`src/hdl/sum_tree_weighted_sampler_core_defines.svh`:
```
// assertion macros for the sum tree sampler
`ifndef SUM_TREE_WEIGHTED_SAMPLER_CORE_DEFINES_SVH
`define SUM_TREE_WEIGHTED_SAMPLER_CORE_DEFINES_SVH

// same-cycle implication
`define SWT_ASSERT(label, clk, rst, ante, cons, msg) \
   label: assert property (@(posedge clk) disable iff (rst) (ante) |-> (cons)) else $error(msg);

// next-cycle implication
`define SWT_ASSERT_NEXT(label, clk, rst, ante, cons, msg) \
   label: assert property (@(posedge clk) disable iff (rst) (ante) |=> (cons)) else $error(msg);

`endif

```
`src/hdl/swt_pkg.sv`:
```
// shared types and constants of the sum tree sampler
package swt_pkg;
   localparam int CAPACITY   = 1024;
   localparam int IDX_W      = 10;
   localparam int COUNT_W    = IDX_W + 1;
   localparam int NODE_W     = IDX_W + 1;
   localparam int NODE_DEPTH = 2 ** NODE_W;
   localparam int WEIGHT_W   = 16;
   localparam int FRAC_W     = 16;
   localparam int PAYLOAD_W  = 32;
   localparam int SUM_W      = WEIGHT_W + IDX_W;
   localparam int PROD_W     = SUM_W + FRAC_W;
   localparam int KIND_W     = 2;
   localparam int STATUS_W   = 2;
   localparam int REQ_DATA_W = 80;
   localparam int RSP_DATA_W = 56;

   localparam logic [STATUS_W-1:0] ST_OK    = 2'd0;
   localparam logic [STATUS_W-1:0] ST_FULL  = 2'd1;
   localparam logic [STATUS_W-1:0] ST_INDEX = 2'd2;
   localparam logic [STATUS_W-1:0] ST_EMPTY = 2'd3;

   localparam logic [KIND_W-1:0] KIND_ADD    = 2'd0;
   localparam logic [KIND_W-1:0] KIND_UPDATE = 2'd1;
   localparam logic [KIND_W-1:0] KIND_SAMPLE = 2'd2;

   typedef enum logic [1:0] {OP_ADD, OP_UPDATE, OP_SAMPLE, OP_IGNORE} op_type;

   typedef struct packed {
      op_type                op;
      logic [IDX_W-1:0]      slot;
      logic [WEIGHT_W-1:0]   weight;
      logic [FRAC_W-1:0]     frac;
      logic [PAYLOAD_W-1:0]  data;
   } item_type;

   typedef struct packed {
      logic     valid;
      item_type item;
   } head_type;

   typedef struct packed {
      logic pop;
      logic clearing;
   } back_ctrl_type;
endpackage

```
`src/hdl/swt_front.sv`:
```
// request intake: decodes the kind and queues transactions for the tree engine
module swt_front (
   input  logic                          clock,
   input  logic                          reset,
   input  logic                          req_tvalid,
   output logic                          req_tready,
   input  logic [swt_pkg::KIND_W-1:0]    req_kind,
   input  swt_pkg::item_type             req_item,
   input  swt_pkg::back_ctrl_type        back_ctrl,
   output swt_pkg::head_type             head
);
   import swt_pkg::*;

   item_type   q_ff [2];
   logic       wr_ptr_ff, wr_ptr_in;
   logic       rd_ptr_ff, rd_ptr_in;
   logic [1:0] fill_ff, fill_in;
   logic       accept;
   item_type   decoded;

   always_comb begin
      decoded = req_item;
      unique case (req_kind)
         KIND_ADD:    decoded.op = OP_ADD;
         KIND_UPDATE: decoded.op = OP_UPDATE;
         KIND_SAMPLE: decoded.op = OP_SAMPLE;
         default:     decoded.op = OP_IGNORE;
      endcase
   end

   assign req_tready = (fill_ff != 2'd2) && !back_ctrl.clearing;
   assign accept     = req_tvalid && req_tready;

   assign wr_ptr_in = accept ? !wr_ptr_ff : wr_ptr_ff;
   assign rd_ptr_in = back_ctrl.pop ? !rd_ptr_ff : rd_ptr_ff;
   assign fill_in   = fill_ff + {1'b0, accept} - {1'b0, back_ctrl.pop};

   always_ff @(posedge clock) begin
      if (reset) begin
         wr_ptr_ff <= 1'b0;
         rd_ptr_ff <= 1'b0;
         fill_ff   <= 2'd0;
      end else begin
         wr_ptr_ff <= wr_ptr_in;
         rd_ptr_ff <= rd_ptr_in;
         fill_ff   <= fill_in;
      end
      if (accept) begin
         q_ff[wr_ptr_ff] <= decoded;
      end
   end

   assign head.valid = (fill_ff != 2'd0);
   assign head.item  = q_ff[rd_ptr_ff];
endmodule

```
`config.mk`:
```
export PLATFORM = sky130hd
export DESIGN_NAME = swt_front
export DESIGN_NICKNAME = d
export VERILOG_FILES = /design/src/hdl/sum_tree_weighted_sampler_core_defines.svh /design/src/hdl/swt_pkg.sv /design/src/hdl/swt_front.sv
export SDC_FILE = /design/constraint.sdc
export NUM_CORES = 1
export LEC_CHECK = 0
export ABC_AREA = 1
export BUFFER_PORTS_ARGS = -buffer_cell sky130_fd_sc_hd__buf_2
export CORE_ASPECT_RATIO = 0.7
export CORE_MARGIN = 5
export CORE_UTILIZATION = 25
export CTS_BUF_LIST = sky130_fd_sc_hd__clkbuf_8
export CTS_CLUSTER_DIAMETER = 100
export CTS_CLUSTER_SIZE = 8
export DETAILED_ROUTE_END_ITERATION = 10
export GPL_TIMING_DRIVEN = 0
export PLACE_DENSITY = 0.47
export SLEW_MARGIN = 10
export SYNTH_ARGS = -nofsm -noshare
export SYNTH_HDL_FRONTEND = slang
export SYNTH_SLANG_ARGS = --single-unit
```
`constraint.sdc`:
```
create_clock -name clock -period 4.64 [get_ports clock]
set_input_delay 1.16 -clock clock [delete_from_list [all_inputs] [get_ports clock]]
set_output_delay 1.16 -clock clock [all_outputs]
set_load 0.05 [all_outputs]
```
# Word-level counts from Yosys, hierarchy flattened
# Memory sizes are Yosys's and may differ from the RTL's. A register that Yosys moved wholly into a read port is not among the register bits.
# Index checks and enable logic that the tools add are counted.
[word_totals]
wordCells = 21
mem_count = 1
output_inout_bits = 78
ff_bits = 4
mem_bits_rw = 152
input_bits = 83
[classes]
n_reduce_logical = 7
n_addsub = 2
muxes = 5
n_eq_ne = 3
[mem_list]
columns = ["name", "depth", "word_bits", "rd", "rd_ports_with_merged_regs", "wr", "line_no", "text"]
rows = [
  ["q_ff", 2, 76, 1, 1, 1, "swt_front.sv:14", "item_type q_ff [2];"],
]
[ops]
columns = ["operator", "n"]
rows = [
  ["$pmux W2 S3", 1],
  ["$mux W1", 4],
  ["$logic_not A1 Y1", 3],
  ["$add A2 B1 Y2", 1],
  ["$eq A2 B1 Y1 const B", 1],
  ["$eq A2 B2 Y1 const B", 1],
  ["$logic_and A1 B1 Y1", 2],
  ["$logic_not A2 Y1", 1],
  ["$ne A2 B2 Y1 const B", 1],
  ["$reduce_bool A2 Y1", 1],
  ["$sub A2 B1 Y2", 1],
]

# Longest topological paths before layout
# Gate-level depths: netlist of run 1.
[depth]
ltp_word = 5
ltp_mapped = 11
ltp_nobuf = 11

# Worst setup path before layout of run 1
# Ideal clock, no wire load.
[synth_timing]
path_type = "input to register"
startpoint = "input back_ctrl[0] (netlist name)"
endpoint = "memory q_ff[0][0] (netlist name) (enable)"
n_path_buf = 0
setup_ps = 511
required_ps = 4129
path_stages = 3
arrival_ps = 4510
slack_ps = -381
cell_sequence = "inv_1 -> nand3_1 -> nor2_1"
[synth_via]
elab_chain_len = 5
[synth_rtl]
columns = ["item", "line_no", "text"]
rows = [
  ["start, declared", "swt_front.sv:9", "input swt_pkg::back_ctrl_type back_ctrl,"],
  ["$logic_not A1 Y1", "swt_front.sv:31", "assign req_tready = (fill_ff != 2'd2) && !back_ctrl.clearing;"],
  ["$logic_and A1 B1 Y1", "swt_front.sv:31", ""],
  ["$logic_and A1 B1 Y1", "swt_front.sv:32", "assign accept = req_tvalid && req_tready;"],
  ["$mux W1", "swt_front.sv:48", "if (accept) begin"],
  ["$mux W1 (implied by the code)", "swt_front.sv:49", "q_ff[wr_ptr_ff] <= decoded;"],
  ["end, declared", "swt_front.sv:14", ""],
]
# Every way passes these cells.

==> results_dict.tcl, run 1 <==
set metrics [dict create \
    status "completed" \
    synth_nets 360 \
    multiInputGateArea_mm2 0.001122 \
    r2r_slack_ps 2830 \
    setup_viol 0 \
    grt_max_degree 40 \
    p_per_area_mw_per_mm2 426.5 \
    cts-buffers-inserted 17 \
    rows 47 \
    syn_inst 275 \
    fill_cells 2327 \
    placed_area_mm2 0.007179 \
    cts-hold-fix-buffers 0 \
    grt_usage_pct 9.024 \
    post_cts_resize_count 0 \
    dieArea_mm2 0.02680 \
    fin_cells 783 \
    clk_pin_slew_ps 80 \
    fin_worst_skew_ps 9.190 \
    max_freq_mhz 336.2 \
    overflow 0 \
    antenna_found_initial 1 \
    worst_pin_slew_ps 550.5 \
    final_cell_mix "buf_2, edfxtp_1, mux2_4, mux2_2, clkbuf_8" \
    layout_commonest_cell "buf_2" \
    first_iter_violations 149 \
    drcViolationCount 0 \
    num_vias 2976 \
    first_global_vias 3342 \
    cp_slowest_cell "dfxtp_1" \
    grt_setup_unrepaired "false" \
    cts_tree "yes" \
    finalSetupTns_ps 0 \
    ys_seq_elements 157 \
    grt_pass1_wl_mm 18.57 \
    port_buffers 156 \
    crit_chain "buf_4 -> buf_6 -> mux2_4 -> buf_2" \
    vias_per_cell 3.801 \
    initial_core_util_pct 25.19 \
    first_pass_iters 4 \
    final_core_util_pct 32.35 \
    irDropWorstVdd_mv 0.2094 \
    leakagePower_nw 2.887 \
    drive_above_1_share_pct 58.28 \
    ios 161 \
    hold_viol_final 0 \
    synth_cell_type_count 16 \
    period_needed_ps 2975 \
    area_delta_synth_final_pct 28.44 \
    crit_fanout 10 \
    core_area_mm2 0.02340 \
    synth-seq-area-share_pct 79.12 \
    dieHeight_um 138.5 \
    max_cap_violations 0 \
    worst-path-buf-inv 3 \
    synthesis.area_mm2 0.005896 \
    diodes 0 \
    crit_arrival_ps 1810 \
    placed_cells 753 \
    nets 539 \
    post-route-cell-area_mm2 0.007572 \
    ys_warn_count 0 \
    avgSynthCellArea_um2 21.44 \
    max_stage_delay_ps 380 \
    slew_headroom_pct 63.30 \
    cts_sinks 157 \
    gp_congestion 0.6588 \
    regArea_mm2 0.004664 \
    clock_latency_ps 430 \
    path_class "reg -> out" \
    hold_class "reg -> reg" \
    endpoint_kind "primary output" \
    routed_wirelength_mm 11.96 \
    clock_path_buffers 2 \
    post_cts_buffers 0 \
    critPathTopFamily "buffers and inverters" \
    critPathLaunchType "flop" \
    min_period_over_period_pct 64.11 \
    h-tree-depth 4 \
    cts_root_buffer "clkbuf_8" \
    routedWlPerCell_um 15.27 \
    final_max_slew_viol_count 0 \
    cp.required_ps 3480 \
    die_w_um 193.5 \
    postRouteAntennaNets 0 \
    dp_hpwl_mm 8.399 \
]
## per-stage QoR
step	total power, mW	hold slack (ps)	setup slack, ps
global placement	2.222	492.9	-569.3
global route	3.379	545.0	1494
CTS	3.295	531.1	1518
finish	3.230	526.0	1665
detailed placement	2.240	499.3	1755
floorplan	2.086	479.9	887.7
## cells by family (layout without fill, tap and decap cells)
kind of cell	Yosys count	after routing	synth area share (%)
and+or+nand+nor	16	16	1.104
muxes	76	76	17.06
xor gates and xnor gates	1	1	0.1486
buffers and inverters	21	211	1.974
adders and majority gates	2	2	0.4244
DFF	157	157	79.12
AOI/OAI and AO/OA	2	2	0.1698
## worst min-delay path, delay by kind of cell, from the launching register on
kind	cells	cell delay, ps
flip-flops	1	340
XOR/XNOR	1	90
AND/OR/NAND/NOR	1	70
## layout make-up
type / count / share of cell area [%]
Clock inverter: 13 / 2.098
Multi-Input combinational cell: 97 / 14.82
Inverter: 11 / 0.5783
Sequential cell: 157 / 61.60
Tap cell: 318 / 5.254
Timing Repair Buffer: 160 / 11.57
Clock buffer: 17 / 3.090
Buffer: 10 / 0.9914
## report_power, final
group	total [mW]	switching (mW)	internal [mW]
clock network	1.03	0.467	0.567
registers	1.64	0.0153	1.62
logic	0.559	0.379	0.179
## synth_stat cells (all sizes together)
library cell  instances  share of area (%)
a21oi                 2               0.17
buf                   8                1.1
clkbuf                2               0.13
dfxtp                 5                1.7
edfxtp              152                 77
ha                    2               0.42
inv                  11               0.70
mux2                 76                 17
nand2                 7               0.45
nand3                 2               0.17
nand4                 1               0.11
nor2                  6               0.38
xnor2                 1               0.15
## routing by layer
layer	GRT usage, %	vias up	share of wire, %
li1	-	1411	-
met1	10.91	1461	44
met5	0	-	0.11
met2	14.13	90	47
met4	3.017	2	1.3
met3	4.499	12	7.7
## worst paths after layout
path | startpoint | to | depth (start not counted)
min | rd_ptr_ff | flop | 2
max | flop | head[68] | 4
min reg2reg | rd_ptr_ff | flop | 2
max reg2reg | fill_ff[0] | q_ff[0][58] | 6
## registers in the layout, indices dropped and copies added (netlist names), named ones only
name / cells
rd_ptr_ff: 1
wr_ptr_ff: 1
q_ff: 152
fill_ff: 2
No activity file was read; power rests on OpenSTA's default activity.
==> run 2, diff against run 1 <==
==> constraint.sdc (replaced) <==
create_clock -name clock -period 2.65 [get_ports clock]
set_input_delay 0.6625 -clock clock [delete_from_list [all_inputs] [get_ports clock]]
set_output_delay 0.6625 -clock clock [all_outputs]
set_load 0.05 [all_outputs]
==> run 2 against run 1 <==
Compared with the run above:
- utilization shrank 0.25 points
- via count grew 1.0%
- worst hold slack lost 120 ps
- setup slack lost 1500 ps
- non-clock buffer count is the same
- routed wire length shrank 0.69%
- clock skew grew 3.8 ps
- global-route usage is essentially flat
- critical path depth is the same
- largest cell class unchanged
- largest power group unchanged
==> results_dict.tcl, run 2 (synthesis results as in run 1) <==
set metrics [dict create \
    status "completed" \
    largest_reg_flops 152 \
    cp_slowest_cell "dfxtp_1" \
    nets 539 \
    overflow 0 \
    swShare_pct 27.79 \
    dieArea_mm2 0.02680 \
    period_needed_ps 2477 \
    max_freq_mhz 403.7 \
    port_buffers 156 \
    fin_cells 783 \
    hold_path_depth 1 \
    routedWlPerCell_um 15.17 \
    vias_per_cell 3.840 \
    die_w_um 193.5 \
    max_cap_violations 0 \
    clock_path_buffers 2 \
    gp_congestion 0.6714 \
    endpoint_kind "primary output" \
    num_vias 3007 \
    fill_cells 2342 \
    postRouteAntennaNets 0 \
    hold_ws_ps 404.2 \
    power_frac_seq_pct 52.4 \
    critPathMostFrequentCell "buf_6" \
    dieHeight_um 138.5 \
    comb_power_share_pct 17.8 \
    grt_setup_unrepaired "false" \
    max_stage_delay_ps 410 \
    crit_arrival_ps 1810 \
    grt_usage_pct 9.043 \
    regMostFlops "q_ff" \
    largestRegisters "q_ff: 152 flops, fill_ff: 2 flops" \
    rows 47 \
    crit_chain "buf_6 -> buf_6 -> mux2_4 -> buf_2" \
    core_area_mm2 0.02340 \
    final_max_slew_viol_count 0 \
    cp.required_ps 1990 \
    layout_commonest_cell "buf_2" \
    first_pass_iters 4 \
    worst-path-buf-inv 3 \
    cts-buffers-inserted 17 \
    worst_pin_slew_ps 751.2 \
    min_period_over_period_pct 93.47 \
    cts_sinks 157 \
    hold_class "in -> reg" \
    critPathTopFamily "buffers and inverters" \
    antenna_found_initial 2 \
    power_switching_mw 1.519 \
    placed_cells 753 \
    grt_pass1_wl_mm 18.72 \
    setup_viol 0 \
    final_cell_mix "buf_2, edfxtp_1, mux2_4, mux2_2, clkbuf_8" \
    clock_latency_ps 440 \
    h-tree-depth 4 \
    grt_max_degree 31 \
    first_iter_violations 158 \
    fin_worst_skew_ps 12.99 \
    first_global_vias 3375 \
    ios 161 \
    dp_hpwl_mm 8.313 \
    initial_core_util_pct 25.19 \
    r2r_cells 5 \
    routed_wirelength_mm 11.88 \
    irDropWorstVdd_mv 0.3481 \
    slew_headroom_pct 49.80 \
    drive_above_1_share_pct 57.63 \
    cts_root_buffer "clkbuf_8" \
    clkPwrFrac_pct 29.8 \
    post_cts_buffers 0 \
    path_depth 4 \
    critPathLaunchType "flop" \
    clk_pin_slew_ps 90 \
    area_delta_synth_final_pct 27.46 \
    hold_viol_final 0 \
    p_per_area_mw_per_mm2 727.5 \
    leakagePower_nw 2.843 \
    crit_fanout 10 \
    drcViolationCount 0 \
    p_int_mw 3.948 \
    path_class "reg -> out" \
    diodes 0 \
    cts_tree "yes" \
]
run 2: changes by cell type in the layout (fill, tap and decap cells not counted), sizes merged:
cell,delta
bufinv,-2
clkinv,+1
clkinvlp,+2
inv,-1
run 2: power groups by stage:
| stage | registers (mW) | clock network (mW) | logic (mW) |
|---|---|---|---|
| detailed placement | 2.92 | 0 | 0.988 |
| CTS | 2.87 | 1.73 | 0.991 |
| finish | 2.87 | 1.63 | 0.971 |
| global route | 2.88 | 1.83 | 1.03 |
| global placement | 2.93 | 0 | 0.962 |
| floorplan | 2.92 | 0 | 0.731 |
run 2: what timing repair did:
item	in CTS	in global routing
gates resized for setup	1	0
setup endpoints to repair	23	0
hold buffers	0	0
run 2: metal layers:
layer  part of all wire [%]  up-vias  GRT usage, %
li1                       -     1411             -
met5                   0.23        -             0
met3                    8.1       12         4.523
met1                     45     1489         11.17
met4                    1.1        4         3.017
met2                     46       91         13.87
run 2: layout make-up:
type	instances	area, um^2	area share [%]
sequential	157	4664	62.07
multi-input combinational	97	1122	14.94
timing repair buffer	160	860.8	11.46
tap	318	397.9	5.295
clock buffer	17	234.0	3.114
clock inverter	13	111.4	1.482
buffer	10	78.83	1.049
inverter	11	45.04	0.5994
run 2: metrics by stage:
stage / cell area [um^2] / utilization (%) / setup TNS (ps) / setup slack, ps / power (mW)
final: 7515 / 32.11 / 0 / 173.0 / 5.467
after global routing: 7515 / 32.11 / 0 / 20.66 / 5.733
after CTS: 7515 / 32.11 / 0 / 46.69 / 5.591
after detailed placement: 7166 / 30.62 / 0 / 310.0 / 3.913
after global placement: 7086 / 30.27 / -95350 / -656.8 / 3.887
after floorplan: 5907 / - / 0 / 219.4 / 3.650
run 2: worst paths after layout:
path | end | slack, ps | start
worst min-delay path | q_ff[1][33] | 400 | req_item[33]
worst max-delay path | head[43] | 170 | flop
worst max register to register | q_ff[0][44] | 740 | fill_ff[0]
worst min register to register | flop | 520 | rd_ptr_ff
==> run 3, diff against run 2 <==
--- a/config.mk
+++ b/config.mk
@@ -15,7 +15,7 @@
 export CTS_CLUSTER_SIZE = 8
 export DETAILED_ROUTE_END_ITERATION = 10
 export GPL_TIMING_DRIVEN = 0
-export PLACE_DENSITY = 0.47
+export PLACE_DENSITY = 0.45
 export SLEW_MARGIN = 10
 export SYNTH_ARGS = -nofsm -noshare
 export SYNTH_HDL_FRONTEND = slang
==> constraint.sdc (replaced) <==
create_clock -name clock -period 2.7 [get_ports clock]
set_input_delay 0.675 -clock clock [delete_from_list [all_inputs] [get_ports clock]]
set_output_delay 0.675 -clock clock [all_outputs]
set_load 0.05 [all_outputs]
==> run 3 against run 2 <==
Compared with the run above:
- sequential power shrank 2%
- count of clock-buffer cells in the layout is the same
- critical path depth is the same
- design area grew 1.5%
- via count shrank 1.9%
- flip-flop and latch count is the same
- total power grew 6.0%
- first-iteration DRC count shrank 19%
- sequential share of layout area shrank 0.93 points
- die area is the same
- clock power grew 25%
==> results_dict.tcl, run 3 (synthesis results as in run 1) <==
set metrics [dict create \
    comb_power_share_pct 16.5 \
    power_frac_seq_pct 48.5 \
    final_max_slew_viol_count 0 \
    max_cap_violations 0 \
    post-route-cell-area_mm2 0.007629 \
    worstReg2RegStart "fill_ff[0]" \
    cts_root_buffer "clkbuf_8" \
    drcViolationCount 0 \
    ios 161 \
    swShare_pct 26.38 \
    first_iter_violations 128 \
    hold_viol_final 0 \
    grt_use_met2_pct 14.13 \
    die_w_um 193.5 \
    finalSetupTns_ps 0 \
    p_per_area_mw_per_mm2 759.7 \
    dieHeight_um 138.5 \
    routed_wirelength_mm 12.14 \
    regArea_mm2 0.004664 \
    diodes 0 \
    slew_headroom_pct 43.13 \
    leakagePower_nw 2.894 \
    routedWlPerCell_um 15.46 \
    nets 539 \
    port_buffers 156 \
    placed_cells 753 \
    setup_viol 0 \
    path_class "reg -> out" \
    clkPwrFrac_pct 35.0 \
    clock_path_buffers 2 \
    power_switching_mw 1.529 \
    use_met3_pct 4.232 \
    regMostFlops "q_ff" \
    rows 47 \
    placed_area_mm2 0.007166 \
    fill_cells 2321 \
    clk_pin_slew_ps 90 \
    initial_core_util_pct 25.19 \
    hold_class "in -> reg" \
    h-tree-depth 4 \
    post_cts_resize_count 0 \
    hp-start "req_item[25]" \
    fin_worst_skew_ps 8.878 \
    drive_above_1_share_pct 58.89 \
    num_vias 2951 \
    grt_pass1_wl_mm 18.95 \
    post_cts_buffers 0 \
    largestRegisters "q_ff: 152 flops, fill_ff: 2 flops" \
    grt_setup_unrepaired "false" \
    grt_usage_pct 9.282 \
    clock_latency_ps 440 \
    overflow 0 \
    final_cell_mix "buf_2, edfxtp_1, mux2_4, mux2_2, clkbuf_8" \
    max_freq_mhz 396.1 \
    layout_commonest_cell "buf_2" \
    cts_sinks 157 \
    cts-buffers-inserted 17 \
    endpoint_kind "primary output" \
    r2r-end "q_ff[0][51]" \
    period_needed_ps 2524 \
    irDropWorstVdd_mv 0.4662 \
    min_period_over_period_pct 93.50 \
    dieArea_mm2 0.02680 \
    largest_reg_flops 152 \
    fin_cells 785 \
    p_int_mw 4.267 \
    top_usage_layer "met2" \
    cts_tree "yes" \
    core_area_mm2 0.02340 \
    cts-hold-fix-buffers 0 \
    min_to "q_ff[1][25]" \
    critPathLaunchType "flop" \
    grt_max_degree 30 \
    dp_hpwl_mm 8.566 \
    r2r_cells 5 \
    crit_arrival_ps 1850 \
    r2r_slack_ps 740 \
    multiInputGateArea_mm2 0.001122 \
    gp_congestion 0.6843 \
    status "completed" \
    area_delta_synth_final_pct 29.39 \
    crit_fanout 10 \
    hold_path_depth 1 \
    met1_usage_pct 11.43 \
    postRouteAntennaNets 0 \
    first_global_vias 3343 \
    worst_pin_slew_ps 851.0 \
    antenna_found_initial 0 \
    first_pass_iters 4 \
    cp.required_ps 2030 \
    vias_per_cell 3.759 \
]
run 3: per-stage QoR:
stage	util (%)	setup slack, ps	total power, mW	hold WS (ps)
after floorplan	-	256.9	3.583	479.9
after global placement	30.27	-653.7	3.816	494.1
after detailed placement	30.62	282.1	3.843	512.6
after CTS	32.59	37.51	5.905	352.7
after global routing	32.59	9.630	6.057	340.8
final	32.59	175.5	5.795	407.3
run 3: worst max-delay path by stage:
stage | startpoint | end | slack (ps) | cells past startpoint
2_1_floorplan | back_ctrl[0] | q_ff[0][0] | 260 | 3
3_3_place_gp | back_ctrl[0] | q_ff[0][51] | -650 | 4
3_5_place_dp | back_ctrl[0] | q_ff[0][58] | 280 | 5
4_1_cts | flop | head[62] | 40 | 4
5_1_grt | flop | head[62] | 10 | 4
6_report | flop | head[62] | 180 | 4
run 3: power by group through the flow:
| stage | logic [mW] | clock network (mW) | registers, mW |
|---|---|---|---|
| CTS | 0.975 | 2.12 | 2.82 |
| global route | 1.01 | 2.22 | 2.82 |
| global placement | 0.944 | 0 | 2.87 |
| finish | 0.954 | 2.03 | 2.81 |
| floorplan | 0.718 | 0 | 2.87 |
| detailed placement | 0.972 | 0 | 2.87 |
run 3: layer usage:
metal | part of all wire [%] | wire length [um]
met1 | 46 | 5549
met2 | 46 | 5531
met3 | 7.1 | 857
met4 | 1.7 | 201
met5 | 0 | 0
run 3: critical path, cell delays in order (launching register included):
cell,delay [ps]
dfxtp_1,410
buf_4,250
buf_6,210
mux2_4,310
buf_2,220
run 3: layout make-up:
class | count | share of cell area, %
Clock buffer | 17 | 3.067
Clock inverter | 15 | 3.001
Inverter | 11 | 0.5905
Sequential cell | 157 | 61.14
Tap cell | 318 | 5.216
Multi-Input combinational cell | 97 | 14.71
Buffer | 10 | 0.9841
Timing Repair Buffer | 160 | 11.28
